`src/hw/rtl/vector_matrix_product_defines.svh`:
```
// Assertion macros for the vector-matrix product top level.
`ifndef VECTOR_MATRIX_PRODUCT_DEFINES_SVH
`define VECTOR_MATRIX_PRODUCT_DEFINES_SVH

// Condition must never hold outside reset.
`define VMP_ASSERT_NEVER(label, clk, rst, cond, msg) \
   label: assert property (@(posedge clk) disable iff (rst) !(cond)) else $error(msg);

// Antecedent in one cycle implies consequent in the next, outside reset.
`define VMP_ASSERT_NEXT(label, clk, rst, ante, cons, msg) \
   label: assert property (@(posedge clk) disable iff (rst) (ante) |=> (cons)) else $error(msg);

// Antecedent in one cycle implies consequent in the next, checked through reset too.
`define VMP_ASSERT_NEXT_ALWAYS(label, clk, ante, cons, msg) \
   label: assert property (@(posedge clk) (ante) |=> (cons)) else $error(msg);

`endif

```
`src/hw/rtl/vmp_pkg.sv`:
```
// Shared constants and types for the vector-matrix product block.
package vmp_pkg;

   localparam int VECTOR_DEPTH = 1024;
   localparam int ROW_LIMIT    = 4096;

   localparam int ADDR_W    = (VECTOR_DEPTH > 1) ? $clog2(VECTOR_DEPTH) : 1;
   localparam int IN_CNT_W  = $clog2(VECTOR_DEPTH + 1);
   localparam int ROW_W     = (ROW_LIMIT > 1) ? $clog2(ROW_LIMIT) : 1;
   localparam int OUT_CNT_W = $clog2(ROW_LIMIT + 1);

   localparam int VALUE_W    = 16;
   localparam int PROD_W     = 32;
   localparam int DOT_W      = 42;
   localparam int ROW_IDX_W  = 12;
   localparam int IN_SIZE_W  = 11;
   localparam int OUT_SIZE_W = 13;

   localparam int CSR_DATA_W  = 13;
   localparam int CSR_INDEX_W = 1;
   localparam logic [CSR_INDEX_W-1:0] CSR_IN_SIZE  = 1'b0;
   localparam logic [CSR_INDEX_W-1:0] CSR_OUT_SIZE = 1'b1;

   localparam int QUEUE_DEPTH = 4;
   localparam int QPTR_W      = $clog2(QUEUE_DEPTH);
   localparam int QCNT_W      = $clog2(QUEUE_DEPTH + 1);

   typedef enum logic {
      REQ_VECTOR = 1'b0,
      REQ_MATRIX = 1'b1
   } req_kind_type;

   // One matrix element with its vector operand, ready for the MAC.
   typedef struct packed {
      logic signed [VALUE_W-1:0]  vec;
      logic signed [VALUE_W-1:0]  mat;
      logic                       row_end;
      logic [ROW_IDX_W-1:0]       row_idx;
      logic                       last;
   } queue_entry_type;

   typedef struct packed {
      logic [QCNT_W-1:0] count;
      logic              empty;
   } queue_status_type;

endpackage

```
`src/hw/rtl/vmp_back.sv`:
```
// Back end: multiply, accumulate, and hold the response register.
module vmp_back import vmp_pkg::*; (
   input  logic                        clock,
   input  logic                        reset,
   input  queue_entry_type             head_entry,
   input  queue_status_type            q_status,
   output logic                        q_pop,
   output logic                        rsp_valid,
   input  logic                        rsp_ready,
   output logic signed [DOT_W-1:0]     rsp_dot_value,
   output logic [ROW_IDX_W-1:0]        rsp_row_index,
   output logic                        rsp_batch_last
);

   logic                        p_valid_ff, p_valid_in;
   logic signed [PROD_W-1:0]    prod_ff;
   logic                        p_row_end_ff;
   logic [ROW_IDX_W-1:0]        p_row_idx_ff;
   logic                        p_last_ff;

   logic signed [DOT_W-1:0]     acc_ff, acc_in;
   logic                        out_valid_ff, out_valid_in;
   logic signed [DOT_W-1:0]     out_dot_ff;
   logic [ROW_IDX_W-1:0]        out_row_ff;
   logic                        out_last_ff;

   logic                        advance;
   logic signed [DOT_W-1:0]     sum;
   logic                        emit;

   // Pipeline moves unless a finished row waits on a stalled consumer.
   assign advance = !(out_valid_ff && !rsp_ready);
   assign q_pop   = advance && !q_status.empty;
   assign sum     = acc_ff + DOT_W'(prod_ff);
   assign emit    = advance && p_valid_ff && p_row_end_ff;

   always_comb begin
      p_valid_in   = p_valid_ff;
      acc_in       = acc_ff;
      out_valid_in = out_valid_ff;
      if (advance) begin
         p_valid_in   = q_pop;
         out_valid_in = p_valid_ff && p_row_end_ff;
         if (p_valid_ff) begin
            acc_in = p_row_end_ff ? '0 : sum;
         end
      end
   end

   always_ff @(posedge clock) begin
      if (reset) begin
         p_valid_ff   <= 1'b0;
         acc_ff       <= '0;
         out_valid_ff <= 1'b0;
      end else begin
         p_valid_ff   <= p_valid_in;
         acc_ff       <= acc_in;
         out_valid_ff <= out_valid_in;
      end
   end

   always_ff @(posedge clock) begin
      if (q_pop) begin
         prod_ff      <= head_entry.vec * head_entry.mat;
         p_row_end_ff <= head_entry.row_end;
         p_row_idx_ff <= head_entry.row_idx;
         p_last_ff    <= head_entry.last;
      end
      if (emit) begin
         out_dot_ff  <= sum;
         out_row_ff  <= p_row_idx_ff;
         out_last_ff <= p_last_ff;
      end
   end

   assign rsp_valid      = out_valid_ff;
   assign rsp_dot_value  = out_dot_ff;
   assign rsp_row_index  = out_row_ff;
   assign rsp_batch_last = out_last_ff;

endmodule

```
`config.mk`:
```
export PLATFORM = sky130hd
export DESIGN_NAME = vmp_back
export DESIGN_NICKNAME = d
export VERILOG_FILES = /design/src/hw/rtl/vector_matrix_product_defines.svh /design/src/hw/rtl/vmp_pkg.sv /design/src/hw/rtl/vmp_back.sv
export SDC_FILE = /design/constraint.sdc
export NUM_CORES = 1
export LEC_CHECK = 0
export ABC_AREA = 1
export BUFFER_PORTS_ARGS = -buffer_cell sky130_fd_sc_hd__buf_2
export CORE_ASPECT_RATIO = 2
export CORE_MARGIN = 2
export CORE_UTILIZATION = 55
export CTS_CLUSTER_SIZE = 40
export DETAILED_ROUTE_END_ITERATION = 12
export PLACE_DENSITY = 0.73
export RECOVER_POWER = 50
export SYNTH_ARGS = -nofsm -noshare
export SYNTH_HDL_FRONTEND = slang
export SYNTH_SLANG_ARGS = --single-unit
export TNS_END_PERCENT = 20
```
`constraint.sdc`:
```
create_clock -name clock -period 16.83 [get_ports clock]
set_input_delay 2.5245 -clock clock [delete_from_list [all_inputs] [get_ports clock]]
set_output_delay 2.5245 -clock clock [all_outputs]
set_load 0.02 [all_outputs]
```
==> results_dict.tcl <==
set metrics [dict create \
    hp-start "p_row_idx_ff[10]" \
    rsz0062_at_grt "no" \
    nNetsFinal 2864 \
    drc 0 \
    cts_hold_buffers 0 \
    initial_utilization_pct 56.00 \
    gp_routability_congestion 0.9636 \
    drv_slew 150 \
    drt_pass1_iterations 5 \
    async_flop_share_pct 0 \
    synth_top_area_cell "fa_1" \
    syn_avg_cell_area_um2 7.791 \
    synth_flop_cell "edfxtp_1" \
    skew_ns 0.01688 \
    cp_data_arrival_time_ns 8.54 \
    numPlacedInstances 2838 \
    synth_edf_count 101 \
    die_y_um 263.0 \
    rows 94 \
    post-route-period-util_pct 49.66 \
    clockBufferDepth 2 \
    grt_overflow 0 \
    fp.coreArea_um2 32930 \
    critPathMaxFanout 16 \
    synth_nets 2806 \
    fin_hold_ws_ns 0.4171 \
    ant_nets 0 \
    io_buffers 106 \
    worstPathCellList "buf_2, nand2_1, inv_1, fa_1, fa_1, fa_1, fa_1, fa_1, inv_1, fa_1, inv_1, ha_1, nand2_1, inv_1, nand2_1, nor3_1, nand4_1, nand3_1, a21oi_1, xnor2_1" \
    fillers 3044 \
    cts-htree-levels 4 \
    antenna_found_initial 0 \
    slew_headroom_pct -102.7 \
    grt_pass1_vias 16020 \
    syn_area_um2 18440 \
    grt_max_degree 56 \
    violations "max-capacitance violations, max-slew violations" \
    yosys.cell_count.top_type "nand2_1" \
    synth_cells 2367 \
    cp_common_cell "fa_1" \
    grt_pass1_wl_mm 78.52 \
    cap_violations 3 \
    post_cts_buffers 0 \
    yosys_warnings 0 \
    yosys_register_bits 145 \
    startpoint_type "primary input" \
    area.growth.synth_to_final_pct 7.497 \
    antenna_cells 0 \
    cts_tree "built" \
    drt_iter0_markers 539 \
    setup_violations 0 \
    ys_seq_area_share_pct 21.22 \
    num_io_pins 110 \
    wl_per_cell_um 16.91 \
    r2r_start "p_row_end_ff" \
    yosysUniqueCellTypes 34 \
    track_usage_pct 29.00 \
    dieArea_um2 35100 \
    yosysTopAreaCellShare_pct 28.55 \
    fmax_mhz 119.7 \
    postCtsResizedCells 0 \
    status "finished with violations" \
    die_w_um 133.5 \
    critical_path_class "in2reg" \
    crit_buf_inv 5 \
    critPathLaunch "head_entry[15]" \
    wl_mm 48.53 \
    ys_top_cells_by_area "fa_1 29%, edfxtp_1 16%, nand2_1 14%" \
    fin_tns_setup_ns 0 \
    hold_path.class "reg2reg" \
    hold_violations 0 \
    setup.worst_path.end_class "flop" \
    cpMaxStageDelayCell "fa_1" \
    cts_buffers 17 \
    path_clk_slew_ns 0.07 \
    dpl.hpwl_mm 41.24 \
    num_vias 14670 \
    clkLatencyLatePin_ns 0.45 \
    netlist_top_cells_count "702 x nand2_1, 603 x inv_1, 263 x fa_1" \
    root_buffer "clkbuf_16" \
    slowest_delay_ns 0.76 \
    cts.sinks 145 \
    viasPerCell 5.110 \
    fin_crit_ns 8.357 \
    drive_gt1_share_pct 6.727 \
    crit_required_ns 17.01 \
    tightest_slew_ns 3.040 \
    cpLargestDelayFamily "adder cells" \
    fin_cells 2870 \
]
-- placed cells by master, fill, tap and decap left out, types with 35 or more instances in the layout --
cell type	n
dfxtp_1	44
xor2_1	35
nand2_1	706
ha_1	123
edfxtp_1	101
fa_1	263
a21oi_1	104
nand3_1	67
buf_2	103
nor2_1	108
inv_1	603
-- through the flow --
stage	worst slack (ns)	instance area (µm²)	util, %
floorplan	8.930	18440	-
global placement	8.182	19290	58.57
detailed placement	8.169	19290	58.57
CTS	8.607	19870	60.35
global route	8.380	19820	60.20
finish	8.473	19820	60.20
-- area by class of cell --
class / count / area [µm²] / share of cell area [%]
clock buffers: 19 / 432.9 / 2.184
clock inverters: 13 / 151.4 / 0.7637
inverters: 605 / 2271 / 11.46
multi-input cells: 1546 / 11970 / 60.36
flip-flops and latches: 145 / 3914 / 19.74
well taps: 432 / 540.5 / 2.727
repair buffers: 110 / 549.3 / 2.771
-- final timing paths --
check	end	slack [ns]	cells past startpoint
setup / recovery	prod_ff[24]	8.47	20
setup reg to reg	rsp_dot_value[26]	13.61	3
hold / removal	rsp_row_index[10]	0.42	0
hold reg to reg	rsp_row_index[10]	0.42	0
-- state kept, by name, summed over array words and instances, names as in the netlist --
signal / cells
rsp_dot_value: 42
p_valid_ff: 1
acc_ff: 42
p_row_end_ff: 1
p_last_ff: 1
p_row_idx_ff: 12
prod_ff: 32
rsp_batch_last: 1
rsp_row_index: 12
rsp_valid: 1
-- cells by family (layout without fill, tap and decap cells) --
logic type,Yosys count,count (layout),synth area share (%)
and+or+nand+nor,973,973,21.75
buffers and inverters,676,747,13.79
adders and majority gates,386,386,36.90
DFF,145,145,21.22
AOI/OAI and AO/OA,135,135,3.833
xor gates and xnor gates,52,52,2.510
-- metal layers --
layer  global-route usage, %  part of all wire [%]
met1                   26.07                    32
met2                   58.83                    58
met3                   2.469                   2.5
met4                   19.41                   7.6
met5                       0                     0
Power is not shown: default switching activity piles up to over one toggle a cycle in this logic, so the estimate is an artifact.
