## src/hw/rtl/vector_matrix_product_defines.svh

```systemverilog
// Assertion macros for the vector-matrix product top level.
`ifndef VECTOR_MATRIX_PRODUCT_DEFINES_SVH
`define VECTOR_MATRIX_PRODUCT_DEFINES_SVH

// Condition must never hold outside reset.
`define VMP_ASSERT_NEVER(label, clk, rst, cond, msg) \
   label: assert property (@(posedge clk) disable iff (rst) !(cond)) else $error(msg);

// Antecedent in one cycle implies consequent in the next, outside reset.
`define VMP_ASSERT_NEXT(label, clk, rst, ante, cons, msg) \
   label: assert property (@(posedge clk) disable iff (rst) (ante) |=> (cons)) else $error(msg);

// Antecedent in one cycle implies consequent in the next, checked through reset too.
`define VMP_ASSERT_NEXT_ALWAYS(label, clk, ante, cons, msg) \
   label: assert property (@(posedge clk) (ante) |=> (cons)) else $error(msg);

`endif

```

## src/hw/rtl/vmp_pkg.sv

```systemverilog
// Shared constants and types for the vector-matrix product block.
package vmp_pkg;

   localparam int VECTOR_DEPTH = 1024;
   localparam int ROW_LIMIT    = 4096;

   localparam int ADDR_W    = (VECTOR_DEPTH > 1) ? $clog2(VECTOR_DEPTH) : 1;
   localparam int IN_CNT_W  = $clog2(VECTOR_DEPTH + 1);
   localparam int ROW_W     = (ROW_LIMIT > 1) ? $clog2(ROW_LIMIT) : 1;
   localparam int OUT_CNT_W = $clog2(ROW_LIMIT + 1);

   localparam int VALUE_W    = 16;
   localparam int PROD_W     = 32;
   localparam int DOT_W      = 42;
   localparam int ROW_IDX_W  = 12;
   localparam int IN_SIZE_W  = 11;
   localparam int OUT_SIZE_W = 13;

   localparam int CSR_DATA_W  = 13;
   localparam int CSR_INDEX_W = 1;
   localparam logic [CSR_INDEX_W-1:0] CSR_IN_SIZE  = 1'b0;
   localparam logic [CSR_INDEX_W-1:0] CSR_OUT_SIZE = 1'b1;

   localparam int QUEUE_DEPTH = 4;
   localparam int QPTR_W      = $clog2(QUEUE_DEPTH);
   localparam int QCNT_W      = $clog2(QUEUE_DEPTH + 1);

   typedef enum logic {
      REQ_VECTOR = 1'b0,
      REQ_MATRIX = 1'b1
   } req_kind_type;

   // One matrix element with its vector operand, ready for the MAC.
   typedef struct packed {
      logic signed [VALUE_W-1:0]  vec;
      logic signed [VALUE_W-1:0]  mat;
      logic                       row_end;
      logic [ROW_IDX_W-1:0]       row_idx;
      logic                       last;
   } queue_entry_type;

   typedef struct packed {
      logic [QCNT_W-1:0] count;
      logic              empty;
   } queue_status_type;

endpackage

```

## src/hw/rtl/vmp_queue.sv

```systemverilog
// Small FIFO between the request front end and the MAC back end.
module vmp_queue import vmp_pkg::*; (
   input  logic             clock,
   input  logic             reset,
   input  logic             push,
   input  queue_entry_type  push_entry,
   input  logic             pop,
   output queue_entry_type  head_entry,
   output queue_status_type status
);

   queue_entry_type   slot_ff [QUEUE_DEPTH];
   logic [QPTR_W-1:0] wr_ptr_ff, wr_ptr_in;
   logic [QPTR_W-1:0] rd_ptr_ff, rd_ptr_in;
   logic [QCNT_W-1:0] count_ff, count_in;

   always_comb begin
      wr_ptr_in = wr_ptr_ff;
      rd_ptr_in = rd_ptr_ff;
      count_in  = count_ff;
      if (push) begin
         wr_ptr_in = (wr_ptr_ff == QPTR_W'(QUEUE_DEPTH - 1)) ? '0 : wr_ptr_ff + 1'b1;
      end
      if (pop) begin
         rd_ptr_in = (rd_ptr_ff == QPTR_W'(QUEUE_DEPTH - 1)) ? '0 : rd_ptr_ff + 1'b1;
      end
      if (push && !pop) begin
         count_in = count_ff + 1'b1;
      end else if (pop && !push) begin
         count_in = count_ff - 1'b1;
      end
   end

   always_ff @(posedge clock) begin
      if (reset) begin
         wr_ptr_ff <= '0;
         rd_ptr_ff <= '0;
         count_ff  <= '0;
      end else begin
         wr_ptr_ff <= wr_ptr_in;
         rd_ptr_ff <= rd_ptr_in;
         count_ff  <= count_in;
      end
   end

   always_ff @(posedge clock) begin
      if (push) begin
         slot_ff[wr_ptr_ff] <= push_entry;
      end
   end

   assign head_entry   = slot_ff[rd_ptr_ff];
   assign status.count = count_ff;
   assign status.empty = (count_ff == '0);

endmodule

```

## config.mk

```make
export PLATFORM = sky130hd
export DESIGN_NAME = vmp_queue
export DESIGN_NICKNAME = d
export VERILOG_FILES = /design/src/hw/rtl/vector_matrix_product_defines.svh /design/src/hw/rtl/vmp_pkg.sv /design/src/hw/rtl/vmp_queue.sv
export SDC_FILE = /design/constraint.sdc
export NUM_CORES = 1
export LEC_CHECK = 0
export BUFFER_PORTS_ARGS = -buffer_cell sky130_fd_sc_hd__buf_2
export CAP_MARGIN = 20
export CORE_MARGIN = 10
export CORE_UTILIZATION = 36
export CTS_CLUSTER_SIZE = 8
export DETAILED_ROUTE_END_ITERATION = 10
export HOLD_SLACK_MARGIN = 0.12
export SLEW_MARGIN = 0
export SYNTH_ARGS = -nofsm -noshare
export SYNTH_HDL_FRONTEND = slang
export SYNTH_SLANG_ARGS = --single-unit
```

## constraint.sdc

```tcl
create_clock -name clock -period 2.73 [get_ports clock]
set_input_delay 0.1365 -clock clock [delete_from_list [all_inputs] [get_ports clock]]
set_output_delay 0.1365 -clock clock [all_outputs]
set_load 0.05 [all_outputs]
```

==> results_tabular.tex, run 1 <==
\begin{tabular}{lr}
\hline
Metric & Value \\
\hline
\multicolumn{2}{l}{\textbf{Timing}} \\
Worst Skew & 0.00685 ns \\
Period Utilization, post-route & 0.805 \\
RSZ-0062 raised after global routing & false \\
Final Hold Violating Endpoints & 0 \\
Min cycle time layout & 2.20 ns \\
Final count of pins violating max slew & 0 \\
Relative slew margins & 0.571 \\
FMAX & 455 MHz \\
TNS Setup & 0 ns \\
Number of setup violations in the final report & 0 \\
Measured slew at the worst slew-check pin & 0.644 ns \\
\multicolumn{2}{l}{\textbf{Clock tree}} \\
Clock input transition at the sequential cells of the worst setup and hold paths & 0.07 ns \\
Number of buffers inserted by post-CTS setup repair & 0 \\
Clock latency at the later pin of the worst-skew pair & 0.42 ns \\
Clock buffers created by TritonCTS & 17 \\
Clock Tree Root & sky130\_fd\_sc\_hd\_\_clkbuf\_16 \\
TritonCTS clock tree & yes \\
Number of buffers between clock root and the deepest sink & 2 \\
CTS H-tree lvls & 4 \\
Clock sinks & 193 \\
\multicolumn{2}{l}{\textbf{Synth}} \\
Post-synthesis sequential element count & 193 \\
Syn Std Cell Area & 7130 um\^{}2 \\
Portion of the post-synthesis area used by sequential elements & 0.800 \\
Post-synthesis instance total & 283 \\
Warnings from Yosys & 0 \\
Synth Net Count & 340 \\
Number of distinct library cell variants in the gate-level netlist after synthesis & 20 \\
Post-synthesis average cell area & 25.2 um\^{}2 \\
\multicolumn{2}{l}{\textbf{Worst hold path}} \\
Hold worst-path end & slot\_ff[1][17] \\
Hold path startpoint & push\_entry[17] \\
Worst Hold Class & in -> reg \\
Hold path cells & 2 \\
\multicolumn{2}{l}{\textbf{Power and ir drop}} \\
Combinational group share of total power & 0.140 \\
Largest vdd supply drop & 0.000403 V \\
Switching pwr & 1.73 mW \\
Part of the total power dissipated in the clock network & 0.345 \\
Internal power contribution & 4.96 mW \\
PwrDens & 742 nW/um\^{}2 \\
Leakage power total & 3.09 nW \\
Proportion of power drawn by flip-flops and latches & 0.515 \\
Switching share of power & 0.259 \\
Total design power & 6.69 mW \\
\multicolumn{2}{l}{\textbf{Worst setup path}} \\
FF-to-FF Start & wr\_ptr\_ff[0] \\
Sum of buffers and inverters on the critical path & 2 \\
Path type of the worst setup path & reg -> out \\
Top cell family by delay on the critical path & flip-flops \\
Worst flop-to-flop path endpoint & slot\_ff[3][9] \\
Cells along the critical path & buf\_12 > mux4\_2 > buf\_2 \\
Slowest stage cell on the critical path & sky130\_fd\_sc\_hd\_\_dfxtp\_2 \\
Element type at the critical path end & primary output \\
Startpoint type of the worst setup path & flop \\
Required arrival time at the worst endpoint & 2.59 ns \\
Setup slack on the worst flop-to-flop path & 0.99 ns \\
Data arrival time of the critical path & 2.06 ns \\
Largest fanout on the critical path & 24 \\
Reg2Reg Depth & 3 \\
Slowest Stage Delay on Critical Path & 0.74 ns \\
\multicolumn{2}{l}{\textbf{Run status}} \\
Status & completed \\
\multicolumn{2}{l}{\textbf{Route}} \\
Mean routed wirelength per cell & 18.7 um \\
First-pass DRT Iterations & 4 \\
Via count & 3,429 \\
Total wire length & 13,600 um \\
Vias/cell & 4.72 \\
Remaining antenna violation count after routing & 0 \\
Final routed DRC violation total & 0 \\
First DRT Iteration DRCs & 128 \\
\multicolumn{2}{l}{\textbf{Finish}} \\
End-of-flow core utilization & 0.463 \\
Count of nets after finishing & 506 \\
Diode insertion count for antenna repair & 0 \\
FILL cells & 1,634 \\
Area overhead of the layout relative to synthesis & 26.4\% \\
Ratio of cells with drive above 1 in the final layout & 0.393 \\
\multicolumn{2}{l}{\textbf{Global route}} \\
Antenna violations before repair & 0 \\
Via count of the first global-routing pass & 3,819 \\
GR Overflow Total & 0 \\
Global-route wire length before repair & 21,800 um \\
Total global-route track usage & 0.109 \\
Largest net degree at the start of global routing & 34 \\
\multicolumn{2}{l}{\textbf{Floorplan}} \\
IO Count & 100 \\
Standard cell core area & 19,500 um\^{}2 \\
Area enclosed by the die boundary & 25,800 um\^{}2 \\
Cell row count & 51 \\
Effective utilization at floorplan & 0.367 \\
Die boundary height & 161 um \\
Die X & 161 um \\
\multicolumn{2}{l}{\textbf{Place}} \\
Routability Congestion & 0.686 \\
Post-detail-place hpwl & 8410 um \\
Port-buffer cells & 99 \\
\multicolumn{2}{l}{\textbf{Run}} \\
Max Cap Violations & 0 \\
\hline
\end{tabular}
## layer usage
| layer | track usage | vias up | wire [um] |
|---|---|---|---|
| met3 | 0.0335 | 18 | 639 |
| met1 | 0.131 | 1792 | 5820 |
| li1 | - | 1530 | - |
| met5 | 0 | - | 0 |
| met2 | 0.181 | 89 | 6910 |
| met4 | 0.0422 | 0 | 225 |
## registers in the layout, summed over array words and instances, names as in the netlist, named ones only
register,flops
count_ff,3
slot_ff,184
rd_ptr_ff,2
wr_ptr_ff,2
## cells in the mapped netlist, drive strengths merged
library cell / count / area share
or3: 1 / 0.00088
nor3b: 1 / 0.0011
clkbuf: 1 / 0.00070
nor3: 1 / 0.00070
mux2i: 4 / 0.0056
buf: 9 / 0.016
mux4: 46 / 0.15
edfxtp: 184 / 0.77
nor2: 7 / 0.0037
xor2: 2 / 0.0025
and2: 4 / 0.0035
a21oi: 2 / 0.0014
inv: 4 / 0.0021
dfxtp: 9 / 0.025
o21ai: 1 / 0.00070
ha: 6 / 0.011
fa: 1 / 0.0028
## how the worst max path moves through the flow
stage / cells after the start / end / slack, ns
final: 3 / head_entry[35] / 0.53
after floorplan: 2 / slot_ff[3][0] / 0.67
after CTS: 3 / head_entry[35] / 0.45
after detailed placement: 3 / head_entry[35] / 0.92
after global placement: 3 / head_entry[35] / 0.94
after global routing: 3 / head_entry[35] / 0.39
## what timing repair did
action / 4_1_cts / 5_1_grt
hold buffers: 49 / 0
endpoints found under the hold margin: 193 / 0
resized for setup: 0 / 0
## power by group through the flow
| stage | registers [mW] | clock network (mW) | logic (mW) |
|---|---|---|---|
| 5_1_grt | 3.45 | 2.50 | 0.998 |
| 6_report | 3.44 | 2.31 | 0.937 |
| 3_5_place_dp | 3.51 | 0 | 0.900 |
| 4_1_cts | 3.45 | 2.37 | 0.959 |
| 3_3_place_gp | 3.50 | 0 | 0.888 |
| 2_1_floorplan | 3.51 | 0 | 0.644 |
## metrics by stage
stage / std cells / setup WS [ns] / hold slack (ns) / area (um^2)
3_3_place_gp: 646 / 0.940 / 0.346 / 7980
5_1_grt: 726 / 0.389 / 0.452 / 9020
2_1_floorplan: 283 / 0.669 / 0.206 / 7130
3_5_place_dp: 646 / 0.924 / 0.354 / 7980
6_report: 726 / 0.532 / 0.459 / 9020
4_1_cts: 726 / 0.450 / 0.434 / 9020
## cell usage in the layout (no fill, tap or decap), types with 5 or more instances in the layout
| master | n |
|---|---|
| sky130_fd_sc_hd__buf_12 | 5 |
| sky130_fd_sc_hd__buf_2 | 99 |
| sky130_fd_sc_hd__clkbuf_16 | 17 |
| sky130_fd_sc_hd__dfxtp_1 | 7 |
| sky130_fd_sc_hd__dlygate4sd3_1 | 49 |
| sky130_fd_sc_hd__edfxtp_1 | 184 |
| sky130_fd_sc_hd__ha_1 | 6 |
| sky130_fd_sc_hd__mux4_1 | 6 |
| sky130_fd_sc_hd__mux4_2 | 40 |
| sky130_fd_sc_hd__nor2_1 | 7 |
## area by class of cell
class / instances / area, um^2 / share of cell area
clock inverters: 12 / 109 / 0.0121
well taps: 265 / 332 / 0.0368
multi-input cells: 76 / 1300 / 0.144
clock buffers: 19 / 433 / 0.0480
inverters: 4 / 15.0 / 0.00167
flip-flops and latches: 193 / 5710 / 0.633
repair buffers: 157 / 1120 / 0.124
## cell families after synthesis
family / Yosys count / share of synthesized area
muxes: 50 / 0.154
xor gates and xnor gates: 2 / 0.00246
DFF: 193 / 0.800
and+or+nand+nor: 14 / 0.00982
adders and majority gates: 7 / 0.0133
AOI/OAI and AO/OA: 3 / 0.00210
buffers and inverters: 14 / 0.0184
Power figures use the tool's default switching activity.
==> run 2: changes to the inputs <==
Clock period 2.73 ns to 1.8 ns, I/O delays scaled along.
==> results_tabular.tex, run 2 (synthesis gave the netlist of run 1 again) <==
\begin{tabular}{lr}
\hline
Metric & Value \\
\hline
\multicolumn{2}{l}{\textbf{Power and ir drop}} \\
Switching share of power & 0.255 \\
PwrDens & 1080 nW/um\^{}2 \\
Leakage power total & 3.25 nW \\
Combinational group share of total power & 0.171 \\
Internal power contribution & 7.61 mW \\
Part of the total power dissipated in the clock network & 0.320 \\
Largest vdd supply drop & 0.000669 V \\
Switching pwr & 2.61 mW \\
Proportion of power drawn by flip-flops and latches & 0.509 \\
\multicolumn{2}{l}{\textbf{Finish}} \\
Ratio of cells with drive above 1 in the final layout & 0.417 \\
Number of flip-flops in the largest register & 184 \\
Top library cells by usage in the layout, fill and taps aside & 184 x sky130\_fd\_sc\_hd\_\_edfxtp\_1, 52 x sky130\_fd\_sc\_hd\_\_buf\_2, 50 x sky130\_fd\_sc\_hd\_\_dlygate4sd3\_1 \\
Design Area, Final & 9470 um\^{}2 \\
FILL cells & 1,623 \\
Register area & 5710 um\^{}2 \\
Top reg by flops & slot\_ff \\
Area of the multi-input gates & 1280 um\^{}2 \\
Area overhead of the layout relative to synthesis & 32.8\% \\
Most common cell after layout, fill and taps aside & sky130\_fd\_sc\_hd\_\_edfxtp\_1 \\
Largest regs & slot\_ff x184, count\_ff x3 \\
Count of nets after finishing & 517 \\
\multicolumn{2}{l}{\textbf{Run}} \\
Max Cap Violations & 0 \\
\multicolumn{2}{l}{\textbf{Global route}} \\
Global-route wire length before repair & 22,500 um \\
Via count of the first global-routing pass & 3,922 \\
Total global-route track usage & 0.115 \\
GR Overflow Total & 0 \\
Antenna violations before repair & 1 \\
Largest net degree at the start of global routing & 47 \\
\multicolumn{2}{l}{\textbf{Place}} \\
Port-buffer cells & 99 \\
Routability Congestion & 0.678 \\
Post-detail-place hpwl & 8180 um \\
Placed standard-cell area & 7990 um\^{}2 \\
\multicolumn{2}{l}{\textbf{Timing}} \\
Period Utilization, post-route & 1.05 \\
RSZ-0062 raised after global routing & true \\
Min cycle time layout & 1.88 ns \\
Measured slew at the worst slew-check pin & 0.450 ns \\
Relative slew margins & 0.700 \\
Final setup margin & -0.0815 ns \\
Final hold slack & 0.419 ns \\
Final count of pins violating max slew & 0 \\
Worst Skew & 0.00641 ns \\
Final Hold Violating Endpoints & 0 \\
Number of setup violations in the final report & 41 \\
FMAX & 531 MHz \\
\multicolumn{2}{l}{\textbf{Floorplan}} \\
Area enclosed by the die boundary & 25,800 um\^{}2 \\
Standard cell core area & 19,500 um\^{}2 \\
Die boundary height & 161 um \\
Effective utilization at floorplan & 0.367 \\
Cell row count & 51 \\
IO Count & 100 \\
Die X & 161 um \\
\multicolumn{2}{l}{\textbf{Worst setup path}} \\
Element type at the critical path end & primary output \\
Startpoint type of the worst setup path & flop \\
Largest fanout on the critical path & 6 \\
Required arrival time at the worst endpoint & 1.71 ns \\
Data arrival time of the critical path & 1.79 ns \\
Reg2Reg Depth & 4 \\
Path type of the worst setup path & reg -> out \\
\multicolumn{2}{l}{\textbf{Route}} \\
Total wire length & 14,400 um \\
Via count & 3,430 \\
Final routed DRC violation total & 0 \\
Mean routed wirelength per cell & 19.6 um \\
Vias/cell & 4.65 \\
First-pass DRT Iterations & 4 \\
Remaining antenna violation count after routing & 0 \\
First DRT Iteration DRCs & 128 \\
\multicolumn{2}{l}{\textbf{Run status}} \\
Status & finished with violations \\
Failing checks & setup timing \\
\multicolumn{2}{l}{\textbf{Clock tree}} \\
CTS H-tree lvls & 4 \\
Clock latency at the later pin of the worst-skew pair & 0.42 ns \\
Clock input transition at the sequential cells of the worst setup and hold paths & 0.06 ns \\
Clock sinks & 193 \\
Clock Tree Root & sky130\_fd\_sc\_hd\_\_clkbuf\_16 \\
Clock buffers created by TritonCTS & 17 \\
TritonCTS clock tree & yes \\
Number of buffers between clock root and the deepest sink & 2 \\
\multicolumn{2}{l}{\textbf{Worst hold path}} \\
Worst Hold Class & in -> reg \\
Hold path cells & 2 \\
\hline
\end{tabular}
## run 2: cell types whose count changed in the layout (fill, tap and decap cells not counted), moves of 2 or more
cell,delta
sky130_fd_sc_hd__buf_6,+41
sky130_fd_sc_hd__buf_16,+4
sky130_fd_sc_hd__inv_6,-3
sky130_fd_sc_hd__mux4_1,-6
sky130_fd_sc_hd__buf_8,+5
sky130_fd_sc_hd__buf_4,+4
sky130_fd_sc_hd__clkbuf_1,+2
sky130_fd_sc_hd__buf_2,-47
sky130_fd_sc_hd__mux4_2,+6
## run 2: power groups by stage
stage | Combinational (mW) | Sequential (mW) | Clock, mW
final | 1.75 | 5.20 | 3.27
after global routing | 1.85 | 5.21 | 3.58
after CTS | 1.77 | 5.20 | 3.37
after detailed placement | 1.39 | 5.30 | 0
after global placement | 1.37 | 5.29 | 0
after floorplan | 0.978 | 5.32 | 0
## run 2: layer usage
layer	part of all wire	vias to the layer above	GRT usage
met2	0.50	71	0.185
met4	0.011	0	0.0372
met3	0.048	13	0.0381
li1	-	1556	-
met1	0.44	1790	0.143
met5	0	-	0
## run 2: timing repair
item,CTS,global route
hold endpoints to repair,193,0
hold buffers,50,0
cloned,4,1
pin swaps,0,0
gates resized for setup,104,6
setup buffers,8,0
endpoints found under the setup margin,42,47
## run 2: through the flow
step / setup TNS (ns) / utilization / power, mW / setup WS, ns / instances
6_report: -2.22 / 0.487 / 10.2 / -0.0815 / 738
5_1_grt: -5.19 / 0.486 / 10.6 / -0.153 / 737
4_1_cts: -3.67 / 0.485 / 10.3 / -0.125 / 736
3_5_place_dp: 0 / 0.410 / 6.69 / 0.160 / 645
3_3_place_gp: 0 / 0.410 / 6.66 / 0.214 / 645
2_1_floorplan: 0 / - / 6.30 / 0.0434 / 283
## run 2: final timing paths
| check | start | slack [ns] | to |
|---|---|---|---|
| setup / recovery | flop | -0.08 | head_entry[45] |
| hold / removal | push_entry[22] | 0.42 | slot_ff[3][22] |
| setup reg to reg | count_ff[0] | 0.27 | count_ff[2] |
| hold reg to reg | rd_ptr_ff[1] | 0.54 | flop |
## run 2: critical path, cell delays in order (launching register included)
cell and delay [ns]:
sky130_fd_sc_hd__dfxtp_4 0.38, sky130_fd_sc_hd__buf_6 0.12, sky130_fd_sc_hd__buf_12 0.13, sky130_fd_sc_hd__mux4_2 0.55, sky130_fd_sc_hd__buf_8 0.18
## run 2: cell type report
type	count	area share
Antenna cell	1	0.000264
Clock buffer	21	0.0465
Clock inverter	10	0.00687
Inverter	4	0.00159
Multi-Input combinational cell	76	0.136
Sequential cell	193	0.603
Tap cell	265	0.0350
Timing Repair Buffer	168	0.171
==> run 3: changes to the inputs <==
Settings changed: CORE_ASPECT_RATIO set to 1.25.
==> results_tabular.tex, run 3 (synthesis gave the netlist of run 1 again) <==
\begin{tabular}{lr}
\hline
Metric & Value \\
\hline
\multicolumn{2}{l}{\textbf{Worst setup path}} \\
Largest fanout on the critical path & 6 \\
Element type at the critical path end & primary output \\
Startpoint type of the worst setup path & flop \\
Top cell family by delay on the critical path & multiplexers \\
Reg2Reg Depth & 4 \\
Most repeated library cell on the critical path & sky130\_fd\_sc\_hd\_\_buf\_8 \\
FF-to-FF Start & wr\_ptr\_ff[0] \\
Required arrival time at the worst endpoint & 1.71 ns \\
Setup slack on the worst flop-to-flop path & 0.25 ns \\
Slowest Stage Delay on Critical Path & 0.53 ns \\
Cells along the critical path & buf\_8 > buf\_6 > mux4\_2 > buf\_8 \\
Worst flop-to-flop path endpoint & slot\_ff[0][8] \\
Sum of buffers and inverters on the critical path & 3 \\
Slowest stage cell on the critical path & sky130\_fd\_sc\_hd\_\_mux4\_2 \\
Path type of the worst setup path & reg -> out \\
Data arrival time of the critical path & 1.77 ns \\
\multicolumn{2}{l}{\textbf{Route}} \\
Remaining antenna violation count after routing & 0 \\
Final routed DRC violation total & 0 \\
Via count & 3,416 \\
Mean routed wirelength per cell & 19.5 um \\
First-pass DRT Iterations & 4 \\
Total wire length & 14,400 um \\
First DRT Iteration DRCs & 161 \\
Vias/cell & 4.62 \\
\multicolumn{2}{l}{\textbf{Place}} \\
Port-buffer cells & 99 \\
Post-detail-place hpwl & 8900 um \\
Routability Congestion & 0.708 \\
Placed instance count & 651 \\
\multicolumn{2}{l}{\textbf{Timing}} \\
Final count of pins violating max slew & 0 \\
Min cycle time layout & 1.86 ns \\
Number of setup violations in the final report & 45 \\
FMAX & 536 MHz \\
Final Hold Violating Endpoints & 0 \\
Relative slew margins & 0.701 \\
RSZ-0062 raised after global routing & true \\
Period Utilization, post-route & 1.04 \\
TNS Setup & -1.71 ns \\
Measured slew at the worst slew-check pin & 0.448 ns \\
Worst Skew & 0.00908 ns \\
Final setup margin & -0.0642 ns \\
\multicolumn{2}{l}{\textbf{Global route}} \\
GR Overflow Total & 0 \\
Global-route wire length before repair & 22,100 um \\
Largest net degree at the start of global routing & 47 \\
Total global-route track usage & 0.111 \\
Antenna violations before repair & 0 \\
Via count of the first global-routing pass & 3,799 \\
\multicolumn{2}{l}{\textbf{Clock tree}} \\
Number of buffers between clock root and the deepest sink & 2 \\
TritonCTS clock tree & yes \\
CTS H-tree lvls & 4 \\
Clock buffers created by TritonCTS & 17 \\
Clock Tree Root & sky130\_fd\_sc\_hd\_\_clkbuf\_16 \\
Clock latency at the later pin of the worst-skew pair & 0.42 ns \\
Clock sinks & 193 \\
Clock input transition at the sequential cells of the worst setup and hold paths & 0.07 ns \\
\multicolumn{2}{l}{\textbf{Finish}} \\
Area overhead of the layout relative to synthesis & 34.8\% \\
FILL cells & 1,583 \\
Non-filler instance count after layout & 739 \\
Diode insertion count for antenna repair & 0 \\
Number of flip-flops in the largest register & 184 \\
Top reg by flops & slot\_ff \\
Top library cells by usage in the layout, fill and taps aside & 184 x sky130\_fd\_sc\_hd\_\_edfxtp\_1, 53 x sky130\_fd\_sc\_hd\_\_buf\_2, 49 x sky130\_fd\_sc\_hd\_\_dlygate4sd3\_1 \\
Count of nets after finishing & 518 \\
Most common cell after layout, fill and taps aside & sky130\_fd\_sc\_hd\_\_edfxtp\_1 \\
Largest regs & slot\_ff x184, count\_ff x3 \\
Ratio of cells with drive above 1 in the final layout & 0.428 \\
\multicolumn{2}{l}{\textbf{Worst hold path}} \\
Hold worst-path end & slot\_ff[2][33] \\
Worst Hold Class & in -> reg \\
Hold path startpoint & push\_entry[33] \\
Hold path cells & 2 \\
\multicolumn{2}{l}{\textbf{Run status}} \\
Status & finished with violations \\
Failing checks & setup timing \\
\multicolumn{2}{l}{\textbf{Power and ir drop}} \\
Proportion of power drawn by flip-flops and latches & 0.470 \\
Switching share of power & 0.246 \\
Part of the total power dissipated in the clock network & 0.372 \\
Leakage power total & 3.33 nW \\
Internal power contribution & 8.35 mW \\
Combinational group share of total power & 0.158 \\
PwrDens & 1150 nW/um\^{}2 \\
Switching pwr & 2.72 mW \\
Largest vdd supply drop & 0.000623 V \\
\multicolumn{2}{l}{\textbf{Floorplan}} \\
Cell row count & 57 \\
Die boundary height & 177 um \\
Die X & 146 um \\
Effective utilization at floorplan & 0.366 \\
IO Count & 100 \\
Standard cell core area & 19,500 um\^{}2 \\
Area enclosed by the die boundary & 25,900 um\^{}2 \\
\multicolumn{2}{l}{\textbf{Run}} \\
Max Cap Violations & 0 \\
\hline
\end{tabular}
[run 3: worst register-to-register path: stages (launching register included)]
cell                      delay, ns
sky130_fd_sc_hd__dfxtp_1       0.35
sky130_fd_sc_hd__inv_1         0.09
sky130_fd_sc_hd__ha_1          0.14
sky130_fd_sc_hd__and2_2        0.43
sky130_fd_sc_hd__buf_12        0.23
[run 3: cell type report]
| class | count | area, um^2 | area share |
|---|---|---|---|
| clock buffer | 18 | 429 | 0.0446 |
| tap | 265 | 332 | 0.0345 |
| inverter | 4 | 15.0 | 0.00156 |
| timing repair buffer | 169 | 1630 | 0.170 |
| sequential | 193 | 5710 | 0.594 |
| multi-input combinational | 76 | 1280 | 0.133 |
| clock inverter | 14 | 223 | 0.0232 |
[run 3: power by group through the flow]
stage,clock (mW),combinational (mW),sequential (mW)
after floorplan,0,0.978,5.32
after global placement,0,1.41,5.28
after detailed placement,0,1.42,5.30
after CTS,4.23,1.72,5.21
after global routing,4.41,1.85,5.21
final,4.12,1.74,5.20
[run 3: worst max-delay path by stage]
stage               depth (start not counted)         start        endpoint
global route                                4          flop  head_entry[28]
global placement                            4  wr_ptr_ff[0]  slot_ff[0][24]
detailed placement                          7          push     count_ff[2]
CTS                                         4          flop  head_entry[28]
finish                                      4          flop   head_entry[6]
floorplan                                   1   count_ff[0]       status[0]
[run 3: stage by stage]
| step | power [mW] | hold slack, ns | util | worst slack, ns | area (um^2) |
|---|---|---|---|---|---|
| after detailed placement | 6.72 | 0.312 | 0.414 | 0.207 | 8060 |
| final | 11.1 | 0.418 | 0.494 | -0.0642 | 9620 |
| after floorplan | 6.30 | 0.159 | - | 0.0434 | 7140 |
| after global routing | 11.5 | 0.416 | 0.494 | -0.145 | 9620 |
| after CTS | 11.2 | 0.394 | 0.489 | -0.154 | 9530 |
| after global placement | 6.69 | 0.303 | 0.414 | 0.258 | 8060 |
[run 3: layer usage]
layer / global-route usage / routed length [um] / vias up
met3: 0.0339 / 663 / 14
met2: 0.186 / 7350 / 87
met4: 0.0380 / 149 / 0
met5: 0 / 0 / -
met1: 0.134 / 6280 / 1768
li1: - / - / 1547
[run 3: what timing repair did]
action / CTS / global route
hold endpoints to repair: 193 / 0
gates resized for setup: 91 / 26
gates cloned: 2 / 2
setup endpoints to repair: 46 / 46
buffers inserted: 2 / 3
hold buffers: 49 / 0
